$ cat config.mk
export PLATFORM = sky130hd
export DESIGN_NAME = positional_list_buffer
export DESIGN_NICKNAME = d
export VERILOG_FILES = /design/src/plb_pkg.sv /design/src/plb_ctrl.sv /design/src/plb_dp.sv /design/src/positional_list_buffer.sv
export SDC_FILE = /design/constraint.sdc
export NUM_CORES = 2
export LEC_CHECK = 0
export BUFFER_PORTS_ARGS = -buffer_cell sky130_fd_sc_hd__buf_2
export CORE_MARGIN = 2
export CORE_UTILIZATION = 60
export DETAILED_ROUTE_END_ITERATION = 6
export PLACE_DENSITY = 0.78
export SLEW_MARGIN = 20
export SYNTH_ARGS = -nofsm -noshare
export SYNTH_HDL_FRONTEND = slang
export SYNTH_HIERARCHICAL = 1
export SYNTH_SLANG_ARGS = --single-unit
$ cat constraint.sdc
create_clock -name clock -period 9.7 [get_ports clock]
set_input_delay 0 -clock clock [delete_from_list [all_inputs] [get_ports clock]]
set_output_delay 0 -clock clock [all_outputs]
set_load 0.02 [all_outputs]
$ cat src/plb_pkg.sv
// ----------------------------------------------------------------------------
// plb_pkg: shared definitions for the positional list buffer
// Sizes, request codes, status codes and the controller command bundle.
// ----------------------------------------------------------------------------
package plb_pkg;

   localparam int DEPTH  = 16;
   localparam int IDX_W  = $clog2(DEPTH);
   localparam int CNT_W  = $clog2(DEPTH + 1);
   localparam int POS_W  = 5;
   localparam int DATA_W = 32;
   localparam int OP_W   = 3;
   localparam int CMP_W  = (CNT_W > POS_W) ? CNT_W : POS_W;

   typedef enum logic [OP_W-1:0] {
      OP_PUSH_FRONT = 3'd0,
      OP_PUSH_BACK  = 3'd1,
      OP_POP_FRONT  = 3'd2,
      OP_POP_BACK   = 3'd3,
      OP_INSERT     = 3'd4,
      OP_REMOVE     = 3'd5,
      OP_READ       = 3'd6
   } op_type;

   typedef enum logic [1:0] {
      ST_OK     = 2'd0,
      ST_FULL   = 2'd1,
      ST_EMPTY  = 2'd2,
      ST_BADPOS = 2'd3
   } status_type;

   typedef struct packed {
      logic load;   // capture the request beat
      logic exec;   // apply the request and load the response registers
   } cmd_type;

endpackage

$ cat src/plb_ctrl.sv
// ----------------------------------------------------------------------------
// plb_ctrl: request sequencer
// Accepts one request beat, runs it through the datapath, and owns the
// response valid flag.
// ----------------------------------------------------------------------------
module plb_ctrl (
   input  logic             clock,
   input  logic             reset,
   input  logic             req_valid,
   output logic             req_ready,
   output logic             rsp_valid,
   input  logic             rsp_ready,
   output plb_pkg::cmd_type cmd
);

   typedef enum logic {
      S_IDLE,
      S_EXEC
   } state_type;

   state_type state_ff;
   logic      req_ready_ff;
   logic      rsp_valid_ff;

   assign cmd.load  = req_valid && req_ready_ff;
   assign cmd.exec  = (state_ff == S_EXEC) && (!rsp_valid_ff || rsp_ready);
   assign req_ready = req_ready_ff;
   assign rsp_valid = rsp_valid_ff;

   always_ff @(posedge clock) begin
      if (reset) begin
         state_ff     <= S_IDLE;
         req_ready_ff <= 1'b1;
         rsp_valid_ff <= 1'b0;
      end else begin
         // response slot: fill on execute, drop when taken
         if (cmd.exec) begin
            rsp_valid_ff <= 1'b1;
         end else if (rsp_ready) begin
            rsp_valid_ff <= 1'b0;
         end
         unique case (state_ff)
            S_IDLE: begin
               if (cmd.load) begin
                  state_ff     <= S_EXEC;
                  req_ready_ff <= 1'b0;
               end
            end
            S_EXEC: begin
               if (cmd.exec) begin
                  state_ff     <= S_IDLE;
                  req_ready_ff <= 1'b1;
               end
            end
            default: begin
               state_ff     <= S_IDLE;
               req_ready_ff <= 1'b1;
            end
         endcase
      end
   end

endmodule

$ cat src/plb_dp.sv
// ----------------------------------------------------------------------------
// plb_dp: list storage and request datapath
// Shift-chain entry storage, request registers and response registers.
// ----------------------------------------------------------------------------
module plb_dp (
   input  logic                              clock,
   input  logic                              reset,
   input  plb_pkg::cmd_type                  cmd,
   input  logic        [plb_pkg::OP_W-1:0]   req_op,
   input  logic        [plb_pkg::POS_W-1:0]  req_position,
   input  logic signed [plb_pkg::DATA_W-1:0] req_data_in,
   output logic signed [plb_pkg::DATA_W-1:0] rsp_read_value,
   output logic signed [plb_pkg::DATA_W-1:0] rsp_front_value,
   output logic signed [plb_pkg::DATA_W-1:0] rsp_back_value,
   output logic        [plb_pkg::CNT_W-1:0]  rsp_count,
   output logic                              rsp_is_empty,
   output logic        [1:0]                 rsp_status
);

   localparam int DEPTH  = plb_pkg::DEPTH;
   localparam int IDX_W  = plb_pkg::IDX_W;
   localparam int CNT_W  = plb_pkg::CNT_W;
   localparam int CMP_W  = plb_pkg::CMP_W;
   localparam int DATA_W = plb_pkg::DATA_W;

   // request registers
   plb_pkg::op_type           op_ff;
   logic [plb_pkg::POS_W-1:0] pos_ff;
   logic [DATA_W-1:0]         data_ff;

   // list state
   logic [DATA_W-1:0] entries_ff [DEPTH];
   logic [DATA_W-1:0] entries_in [DEPTH];
   logic [DATA_W-1:0] shr        [DEPTH];
   logic [DATA_W-1:0] shl        [DEPTH];
   logic [CNT_W-1:0]  count_ff;
   logic [CNT_W-1:0]  count_in;
   logic [DATA_W-1:0] back_ff;
   logic [DATA_W-1:0] back_in;

   // response registers
   logic [DATA_W-1:0]    read_value_ff;
   logic [DATA_W-1:0]    front_value_ff;
   logic [DATA_W-1:0]    back_value_ff;
   logic [CNT_W-1:0]     count_out_ff;
   logic                 is_empty_ff;
   plb_pkg::status_type  status_ff;

   // decode
   logic                full;
   logic                ins_en;
   logic                rem_en;
   logic                rd_hit;
   logic                rem_last;
   logic [CMP_W-1:0]    at;
   logic [CMP_W-1:0]    pos_ext;
   logic [CMP_W-1:0]    cnt_ext;
   logic [CMP_W-1:0]    cnt_m1;
   logic [CNT_W-1:0]    cnt_m2;
   logic [IDX_W-1:0]    rd_addr;
   logic [DATA_W-1:0]   rd_data;
   plb_pkg::status_type status;

   assign pos_ext = CMP_W'(pos_ff);
   assign cnt_ext = CMP_W'(count_ff);
   assign cnt_m1  = cnt_ext - CMP_W'(1);
   assign cnt_m2  = count_ff - CNT_W'(2);
   assign full    = (count_ff == CNT_W'(DEPTH));

   always_comb begin
      ins_en = 1'b0;
      rem_en = 1'b0;
      rd_hit = 1'b0;
      at     = '0;
      status = plb_pkg::ST_OK;
      unique case (op_ff)
         plb_pkg::OP_PUSH_FRONT: begin
            if (full) status = plb_pkg::ST_FULL;
            else ins_en = 1'b1;
         end
         plb_pkg::OP_PUSH_BACK: begin
            at = cnt_ext;
            if (full) status = plb_pkg::ST_FULL;
            else ins_en = 1'b1;
         end
         plb_pkg::OP_POP_FRONT: begin
            if (count_ff == '0) status = plb_pkg::ST_EMPTY;
            else rem_en = 1'b1;
         end
         plb_pkg::OP_POP_BACK: begin
            at = cnt_m1;
            if (count_ff == '0) status = plb_pkg::ST_EMPTY;
            else rem_en = 1'b1;
         end
         plb_pkg::OP_INSERT: begin
            at = pos_ext;
            if (full) status = plb_pkg::ST_FULL;
            else if (pos_ext > cnt_ext) status = plb_pkg::ST_BADPOS;
            else ins_en = 1'b1;
         end
         plb_pkg::OP_REMOVE: begin
            at = pos_ext;
            if (pos_ext >= cnt_ext) status = plb_pkg::ST_BADPOS;
            else rem_en = 1'b1;
         end
         plb_pkg::OP_READ: begin
            if (pos_ext >= cnt_ext) status = plb_pkg::ST_BADPOS;
            else rd_hit = 1'b1;
         end
         default: begin
         end
      endcase
   end

   // single read port: the read position, or the new last entry after
   // removing the old last one
   assign rem_last = rem_en && (at == cnt_m1);
   assign rd_addr  = rem_last ? cnt_m2[IDX_W-1:0] : IDX_W'(pos_ext);
   assign rd_data  = entries_ff[rd_addr];

   always_comb begin
      shr[0]       = data_ff;
      shl[DEPTH-1] = entries_ff[DEPTH-1];
      for (int i = 1; i < DEPTH; i++) begin
         shr[i] = entries_ff[i-1];
      end
      for (int i = 0; i < DEPTH - 1; i++) begin
         shl[i] = entries_ff[i+1];
      end
      for (int i = 0; i < DEPTH; i++) begin
         entries_in[i] = entries_ff[i];
         if (ins_en) begin
            if (CMP_W'(i) == at) entries_in[i] = data_ff;
            else if (CMP_W'(i) > at) entries_in[i] = shr[i];
         end else if (rem_en) begin
            if (CMP_W'(i) >= at) entries_in[i] = shl[i];
         end
      end
   end

   always_comb begin
      count_in = count_ff;
      back_in  = back_ff;
      if (ins_en) begin
         count_in = count_ff + CNT_W'(1);
         if (at == cnt_ext) back_in = data_ff;
      end else if (rem_en) begin
         count_in = count_ff - CNT_W'(1);
         if (rem_last) back_in = rd_data;
      end
   end

   always_ff @(posedge clock) begin
      if (reset) begin
         count_ff <= '0;
      end else if (cmd.exec) begin
         count_ff <= count_in;
      end
   end

   always_ff @(posedge clock) begin
      if (cmd.load) begin
         op_ff   <= plb_pkg::op_type'(req_op);
         pos_ff  <= req_position;
         data_ff <= req_data_in;
      end
      if (cmd.exec) begin
         for (int i = 0; i < DEPTH; i++) begin
            entries_ff[i] <= entries_in[i];
         end
         back_ff        <= back_in;
         read_value_ff  <= rd_hit ? rd_data : '0;
         front_value_ff <= (count_in != '0) ? entries_in[0] : '0;
         back_value_ff  <= (count_in != '0) ? back_in : '0;
         count_out_ff   <= count_in;
         is_empty_ff    <= (count_in == '0);
         status_ff      <= status;
      end
   end

   assign rsp_read_value  = read_value_ff;
   assign rsp_front_value = front_value_ff;
   assign rsp_back_value  = back_value_ff;
   assign rsp_count       = count_out_ff;
   assign rsp_is_empty    = is_empty_ff;
   assign rsp_status      = status_ff;

endmodule

$ cat src/positional_list_buffer.sv
// ----------------------------------------------------------------------------
// positional_list_buffer: bounded ordered list with positional access
// Holds up to DEPTH signed 32-bit words in a shift chain and serves push/pop
// at either end, insert/remove at a position and read at a position.
// ----------------------------------------------------------------------------
// Each request beat yields exactly one response beat carrying the value read
// (zero unless a successful read), the front and back entries and the count
// after the request, an empty flag and a status (ok, full, empty, bad
// position); a failed request leaves the list untouched. A request is first
// registered as a beat; the whole shift chain then moves and the response
// registers load, and a new request is taken only once the previous one has
// executed. The next request is taken while an earlier response still
// waits on rsp_ready; it then stalls in its execute cycle until the response
// register frees up. Entry storage starts out undefined; only entries below
// the count are ever shown, so no clearing pass runs after reset.
module positional_list_buffer (
   input  logic                              clock,
   input  logic                              reset,
   input  logic                              req_valid,
   output logic                              req_ready,
   input  logic        [plb_pkg::OP_W-1:0]   req_op,
   input  logic        [plb_pkg::POS_W-1:0]  req_position,
   input  logic signed [plb_pkg::DATA_W-1:0] req_data_in,
   output logic                              rsp_valid,
   input  logic                              rsp_ready,
   output logic signed [plb_pkg::DATA_W-1:0] rsp_read_value,
   output logic signed [plb_pkg::DATA_W-1:0] rsp_front_value,
   output logic signed [plb_pkg::DATA_W-1:0] rsp_back_value,
   output logic        [plb_pkg::CNT_W-1:0]  rsp_count,
   output logic                              rsp_is_empty,
   output logic        [1:0]                 rsp_status
);

   plb_pkg::cmd_type cmd;

   // sequencer: hand-off of beats and the response valid flag
   plb_ctrl u_ctrl (
      .clock     (clock),
      .reset     (reset),
      .req_valid (req_valid),
      .req_ready (req_ready),
      .rsp_valid (rsp_valid),
      .rsp_ready (rsp_ready),
      .cmd       (cmd)
   );

   // storage, decode and response registers
   plb_dp u_dp (
      .clock           (clock),
      .reset           (reset),
      .cmd             (cmd),
      .req_op          (req_op),
      .req_position    (req_position),
      .req_data_in     (req_data_in),
      .rsp_read_value  (rsp_read_value),
      .rsp_front_value (rsp_front_value),
      .rsp_back_value  (rsp_back_value),
      .rsp_count       (rsp_count),
      .rsp_is_empty    (rsp_is_empty),
      .rsp_status      (rsp_status)
   );

endmodule

== After elaboration in Yosys (flattened, before gate mapping) ==
Memory sizes are Yosys's and may differ from the RTL's.
Index checks and enable logic that the tools add are counted.
Widths: inputs -> output; s select.
Operators by class
  add/sub/neg operators: 3
  multipliers: 0
  div/mod/pow operators: 0
  order comparisons: 33
  equal/unequal tests: 26
  shift-type cells: 0
  mux-type cells: 110
  bitwise operators: 1
  reduce and logical (&&, ||, !) cells: 16
Operator list (count)
  $mux 32: 82
  $eq 4x5->1 const A: 8
  $gt 4x5->1 const A: 8
  $ge 4x5->1 const A: 7
  $eq 3x5->1 const A: 4
  $ge 3x5->1 const A: 4
  $gt 3x5->1 const A: 4
  $logic_not 5->1: 3
  $mux 1: 15
  $pmux 5 s3: 1
  $eq 2x5->1 const A: 2
  $eq 5x5->1: 2
  $ge 1x5->1 const A: 2
  $ge 2x5->1 const A: 2
  $gt 1x5->1 const A: 2
  $gt 2x5->1 const A: 2
  $mux 5: 2
  $eq 3x3->1 const B: 3
  $mux 2: 4
  $pmux 1 s2: 4
  $pmux 2 s4: 1
  $reduce_or 2->1: 4
  $eq 3x2->1 const B: 2
  $add 5x1->5 const B: 1
  other kinds (17): 20
Word-level totals
  register bits after elaboration: 184
  bits in latches: 0
  RAM bits: 512
  memory bits (read-only): 0
  input bits: 44
  output and inout bits: 106
  logic and storage cells: 204
  memories kept: 1
Memory list
  u_dp.entries_ff: depth 16, bits a word 32, rd ports 17, clocked after Yosys merged registers in 0, wr ports 16, RTL line plb_dp.sv:32  | logic [DATA_W-1:0] entries_ff [DEPTH];

== Logic depth before layout (Yosys ltp) ==
An unclocked memory read counts as a cell.
  depth in word-level cells: 10
  mapped depth: 19
  mapped depth without buffers: 12

== Hierarchy ==
The synthesis kept the hierarchy.
Modules (own cells, without submodules)
  plb_dp: times used 1, cells each 4045, area each 41013.1 um^2, seq. area each 20759.9 um^2
  plb_ctrl: times used 1, cells each 16, area each 137.6 um^2, seq. area each 60.1 um^2

== Worst setup path after synthesis ==
OpenSTA, ideal clock, no wires.
  kind: flip-flop to flip-flop
  start: register u_ctrl.rsp_valid_ff (netlist: u_ctrl/rsp_valid)
  end: memory u_dp.entries_ff[4][0], enable pin
  setup time: 0.392 ns
  arrival: 6.649 ns
  required time: 9.308 ns
  setup slack: 2.659 ns
  cell stages (with the launch flop): 7
  buffers on the path: 1
  clock period less this slack: 7.041 ns
  cells stage by stage: dfxtp_1 > nand2b_1 > and2_2 > clkbuf_1 > o21ai_1 > a211oi_1 > and2_1
RTL lines
  start: declaration: RTL line plb_ctrl.sv:23  | logic rsp_valid_ff;
  start signal: assignment: RTL line plb_ctrl.sv:34  | rsp_valid_ff <= 1'b0;
  start signal: assignment: RTL line plb_ctrl.sv:38  | rsp_valid_ff <= 1'b1;
  start signal: assignment: RTL line plb_ctrl.sv:40  | rsp_valid_ff <= 1'b0;
  end: declaration: RTL line plb_dp.sv:32

== Worst setup path in the final report ==
  start: register u_dp.count_ff[0] (netlist: u_dp/cnt_ext[0])
  end: register u_dp.back_ff[11] (data pin)
On the way
  cells in the longest elaborated chain, start to end: 9
  elaborated cells on any way between the ends: 23
  those cells by class: add/sub (2); order compare (2); eq/ne (3); mux (13); reduce/logical (2); memory (1)
Ends and longest elaborated chain
  start: declaration: RTL line plb_dp.sv:36  | logic [CNT_W-1:0] count_ff;
  start signal: assignment: RTL line plb_dp.sv:157  | count_ff <= count_in;
  $sub 5x1->5, or another cell as far along: RTL line plb_dp.sv:66  | assign cnt_m1 = cnt_ext - CMP_W'(1);
  $pmux 5 s3, or another cell as far along: RTL line plb_dp.sv:76  | unique case (op_ff)
  $eq 5x5->1 or $pmux 1 s2 (tied branches): RTL line plb_dp.sv:117, plb_dp.sv:76
  $logic_and 1x1->1: RTL line plb_dp.sv:117  | assign rem_last = rem_en && (at == cnt_m1);
  $mux 4: RTL line plb_dp.sv:118  | assign rd_addr = rem_last ? cnt_m2[IDX_W-1:0] : IDX_W'(pos_ext);
  $mem_v2 16x32
  $mux 32: RTL line plb_dp.sv:149  | if (rem_last) back_in = rd_data;
  $mux 32: RTL line plb_dp.sv:147  | end else if (rem_en) begin
  $mux 32 (*): RTL line plb_dp.sv:144  | if (ins_en) begin
  named net u_dp.back_in[11]: RTL line plb_dp.sv:39  | logic [DATA_W-1:0] back_in;
  end signal: assignment: RTL line plb_dp.sv:171  | back_ff <= back_in;
  end: declaration: RTL line plb_dp.sv:38  | logic [DATA_W-1:0] back_ff;
The timed path passes the listed nets; every way through them passes the cells marked *.
A chain may end at the register's enable or synchronous reset.

==> results by group <==
Clock tree
  • Num CTS Buffers: between 70 and 80
  • Postcts setup bufs: 0
  • CTS sink count: ~700
  • Worst-Skew Late Latency: 0.64 ns
  • CTS max path bufs: 3
  • Post-cts sizing count: 0
  • Root Driver: clkbuf_16
  • TritonCTS clock tree: done
  • Max H-tree Level: 3
  • Clk slew on worst S/H paths: 0.06 ns

Final layout
  • Commonest non-fill, non-tap cell in the layout: nand2_1
  • Layout cell share with drive strength beyond 1: 0.1297
  • Layout area overhead: 10.26%
  • Most frequent cells in the layout: nand2_1 (759), edfxtp_1 (688), mux2i_1 (579), o21ai_0 (456), a21oi_1 (176)
  • Fillers: 5127
  • Nets: 4081
  • Fin cells: 4962
  • Ant diodes: 0

Setup path
  • Worst endpoint data arrival time: between 7 and 8 ns
  • CP Capture Type: flip-flop
  • Setup crit start kind: flip-flop
  • Critical path's largest stage delay: about 1.1 ns
  • CP max FO: about 120
  • CP max stage cell: a2111oi_0
  • CP dominant cell by count: buf_4
  • WP data required: 10.05 ns
  • Crit path kind: flip-flop to flip-flop
  • Worst-path cell chain: clkinv_2, ha_1, nor3b_4, xnor2_1, a21oi_1, o2111a_2, buf_4, buf_4, nand3_1, o21ai_4, buf_12, mux2_2, a2111oi_0, and4bb_1, o21bai_1

Detailed routing
  • Met1 WL: 48.60 mm
  • Initial DRC count: around 5400
  • Post-Route WL: about 140 mm
  • DR top layer: met5
  • TritonRoute pass-1 iters: 7
  • Drt wl/cell: 28.15 um
  • Via count: approximately 35000
  • Drc violations: 1
  • Antenna-violating nets left: 0
  • Met2 wire len: 59.93 mm
  • Routed met3 length: 20.22 mm
  • Via/cell ratio: 7.000

Floorplanning
  • Die area: 70690 um2
  • FP Rows: 96
  • Die height: 265.9 um
  • IO Count: 150
  • Die Wd: 265.9 um
  • Initial Utilization: 0.6032
  • Core area: 68230 um2

Timing
  • Worst Tran Pin Value: 1.285 ns
  • Fin worst setup slack: 2.633 ns
  • Final setup fails: 0
  • Hold Fails Final Rpt: 0
  • Peak Freq: 0.1415 GHz
  • Fin. max-slew vios: 0
  • Tmin final: 7.067 ns
  • Max_slew headroom: 0.1215
  • Final Skew: 0.03035 ns
  • Fin crit share: 0.7285
  • RSZ-0062 raised after global routing: no
  • TNS Setup: 0 ns

Logic synthesis
  • Post-Synth XOR/XNOR Area: 0.002554
  • Register area share after synthesis: 0.5059
  • Synth Warn #: 6
  • EDFF count, synth: 688
  • Synth Area in Compound Gates: 0.1639
  • Post-synth top flop: edfxtp_1
  • Post-synthesis cell area: 41150 um2
  • Post-Synth Adder-Cell Area: 0.003041
  • Asr flop ratio synth: 0
  • Multiplexer share of the synthesized area: 0.1671
  • Largest family of logic cells by synthesized area: multiplexers
  • Synth cell types: 70
  • Mean post-synth cell area: 10.13 um2
  • Syn Nets: a little over 4000
  • Mapped Cells: around 4100
  • Post-Synth Simple-Gate Area: 0.1182
  • #FFs+latches synth: 696

Outcome
  • Failing checks: DRC
  • Outcome: finished, violations left

Pwr
  • Seq pwr share: 0.474
  • VDD IR-drop max: 0.0001551 V
  • Int Power: 5.444 mW
  • Pwr/cell area: 165.1 nW/um2
  • Clk pwr share: 0.384
  • Tot Pwr: 7.490 mW
  • Switching part of the total: 0.2731
  • Logic pwr share: 0.142
  • Leak: 17.08 nW
  • Net Switching: about 2.0 mW

Place
  • Pre-CTS setup slack: 2.988 ns
  • Post-DP HPWL: approximately 76 mm
  • GP Congestion: 0.9139
  • Placed cell count: 4786
  • Port-buffer cells: 149

GRT
  • Initial antenna violation count: 3
  • Largest net degree at the start of global routing: 192
  • First-pass GRT wire length: 205.1 mm
  • Aggregate global-route resource usage: 0.3851
  • Vias in the first global route: 32746
  • GR Overflow Total: 0

Min path
  • HP Class: input pin to flip-flop

Flow run
  • Max-cap viol count: 0
per-stage QoR:
| stage | area [um2] | hold slack, ns | utilization |
|---|---|---|---|
| after floorplan | 41150 | 0.06907 | - |
| after global placement | 42530 | 0.1770 | 0.6234 |
| after detailed placement | 42540 | 0.1781 | 0.6235 |
| after CTS | 45370 | 0.05707 | 0.6650 |
| after global routing | 45370 | 0.07241 | 0.6650 |
| final | 45370 | 0.07895 | 0.6650 |
worst max-delay path, delay by kind of cell, from the launching register on:
| family | cells | cell delay (ns) |
|---|---|---|
| buf+inv | 4 | 2.26 |
| compound gates | 5 | 1.99 |
| simple gates | 3 | 0.81 |
| mux | 1 | 0.41 |
| flops | 1 | 0.35 |
| fa+ha+maj | 1 | 0.65 |
| xor+xnor | 1 | 0.18 |
routing by layer:
metal  track usage  vias up
met5             0        -
met3       0.09224      617
met2        0.5710     2804
met4        0.2580        2
li1              -    14864
met1        0.5041    16447
kinds of logic after synthesis:
family,Yosys count
adder cells (fa/ha/maj),10
AND/OR/NAND/NOR,1136
buffers and inverters,411
flip-flops,696
XOR/XNOR,12
multiplexers,675
AO/OA/AOI/OAI,1121
cells in the mapped netlist, types with 10 or more instances:
master	count	area, um2
buf_2	42	210.2
a31oi_1	128	800.8
nand2_1	765	2872
a21oi_1	181	905.9
buf_1	31	116.4
xnor2_1	12	105.1
clkbuf_1	321	1205
o21a_1	34	255.2
a2111oi_0	32	280.3
o22ai_1	43	269.0
o21ai_0	456	2282
nor3_1	68	340.3
o2111a_1	26	292.8
nor2_1	138	518.0
nand3_1	11	55.05
mux2_2	96	1081
edfxtp_1	688	20660
o22a_1	24	210.2
a21boi_0	64	480.5
or2_2	31	193.9
mux2i_1	579	5796
ha_1	10	125.1
o21ai_1	36	180.2
nor2b_1	41	256.5
o21bai_1	63	473.0
and3_1	39	244.0
worst paths after layout:
path / start / endpoint / slack (ns) / depth (start not counted)
worst max register to register: u_dp/cnt_ext[0] / u_dp/back_ff[11] / 2.63 / 15
worst min-delay path: req_data_in[20] / u_dp/data_ff[20] / 0.08 / 2
worst max-delay path: u_dp/cnt_ext[0] / u_dp/back_ff[11] / 2.63 / 15
worst min register to register: u_dp/entries_ff[15][14] / u_dp/entries_ff[14][14] / 0.56 / 2
power groups by stage:
stage / registers [mW] / clock network (mW) / logic (mW)
global route: 3.56 / 2.99 / 1.11
CTS: 3.55 / 2.88 / 1.02
global placement: 3.61 / 0 / 0.979
detailed placement: 3.61 / 0 / 1.00
floorplan: 3.59 / 0 / 0.672
finish: 3.55 / 2.88 / 1.06
what timing repair did:
action,4_1_cts,5_1_grt
hold endpoints to repair,48,0
hold buffers,45,0
endpoints found under the setup margin,0,0
flip-flops by register name (all words and copies together), names as in the netlist:
register and count:
u_ctrl/req_ready 1, u_ctrl/rsp_valid 1, u_ctrl/state_ff 1, u_dp/back_ff 32, u_dp/cnt_ext 5, u_dp/data_ff 32
u_dp/entries_ff 512, u_dp/op_ff 3, u_dp/pos_ext 5, u_dp/rsp_back_value 32, u_dp/rsp_count 5, u_dp/rsp_front_value 32
u_dp/rsp_is_empty 1, u_dp/rsp_read_value 32, u_dp/rsp_status 2
layout make-up:
type / count / area [um2] / share of cell area
Multi-Input combinational cell: 2954 / 19060 / 0.4202
Inverter: 11 / 43.79 / 0.0009652
Timing Repair Buffer: 288 / 1952 / 0.04302
Tap cell: 882 / 1104 / 0.02432
Clock buffer: 95 / 2068 / 0.04558
Sequential cell: 696 / 20820 / 0.4590
Clock inverter: 36 / 316.6 / 0.006977
Power figures use the tool's default switching activity.
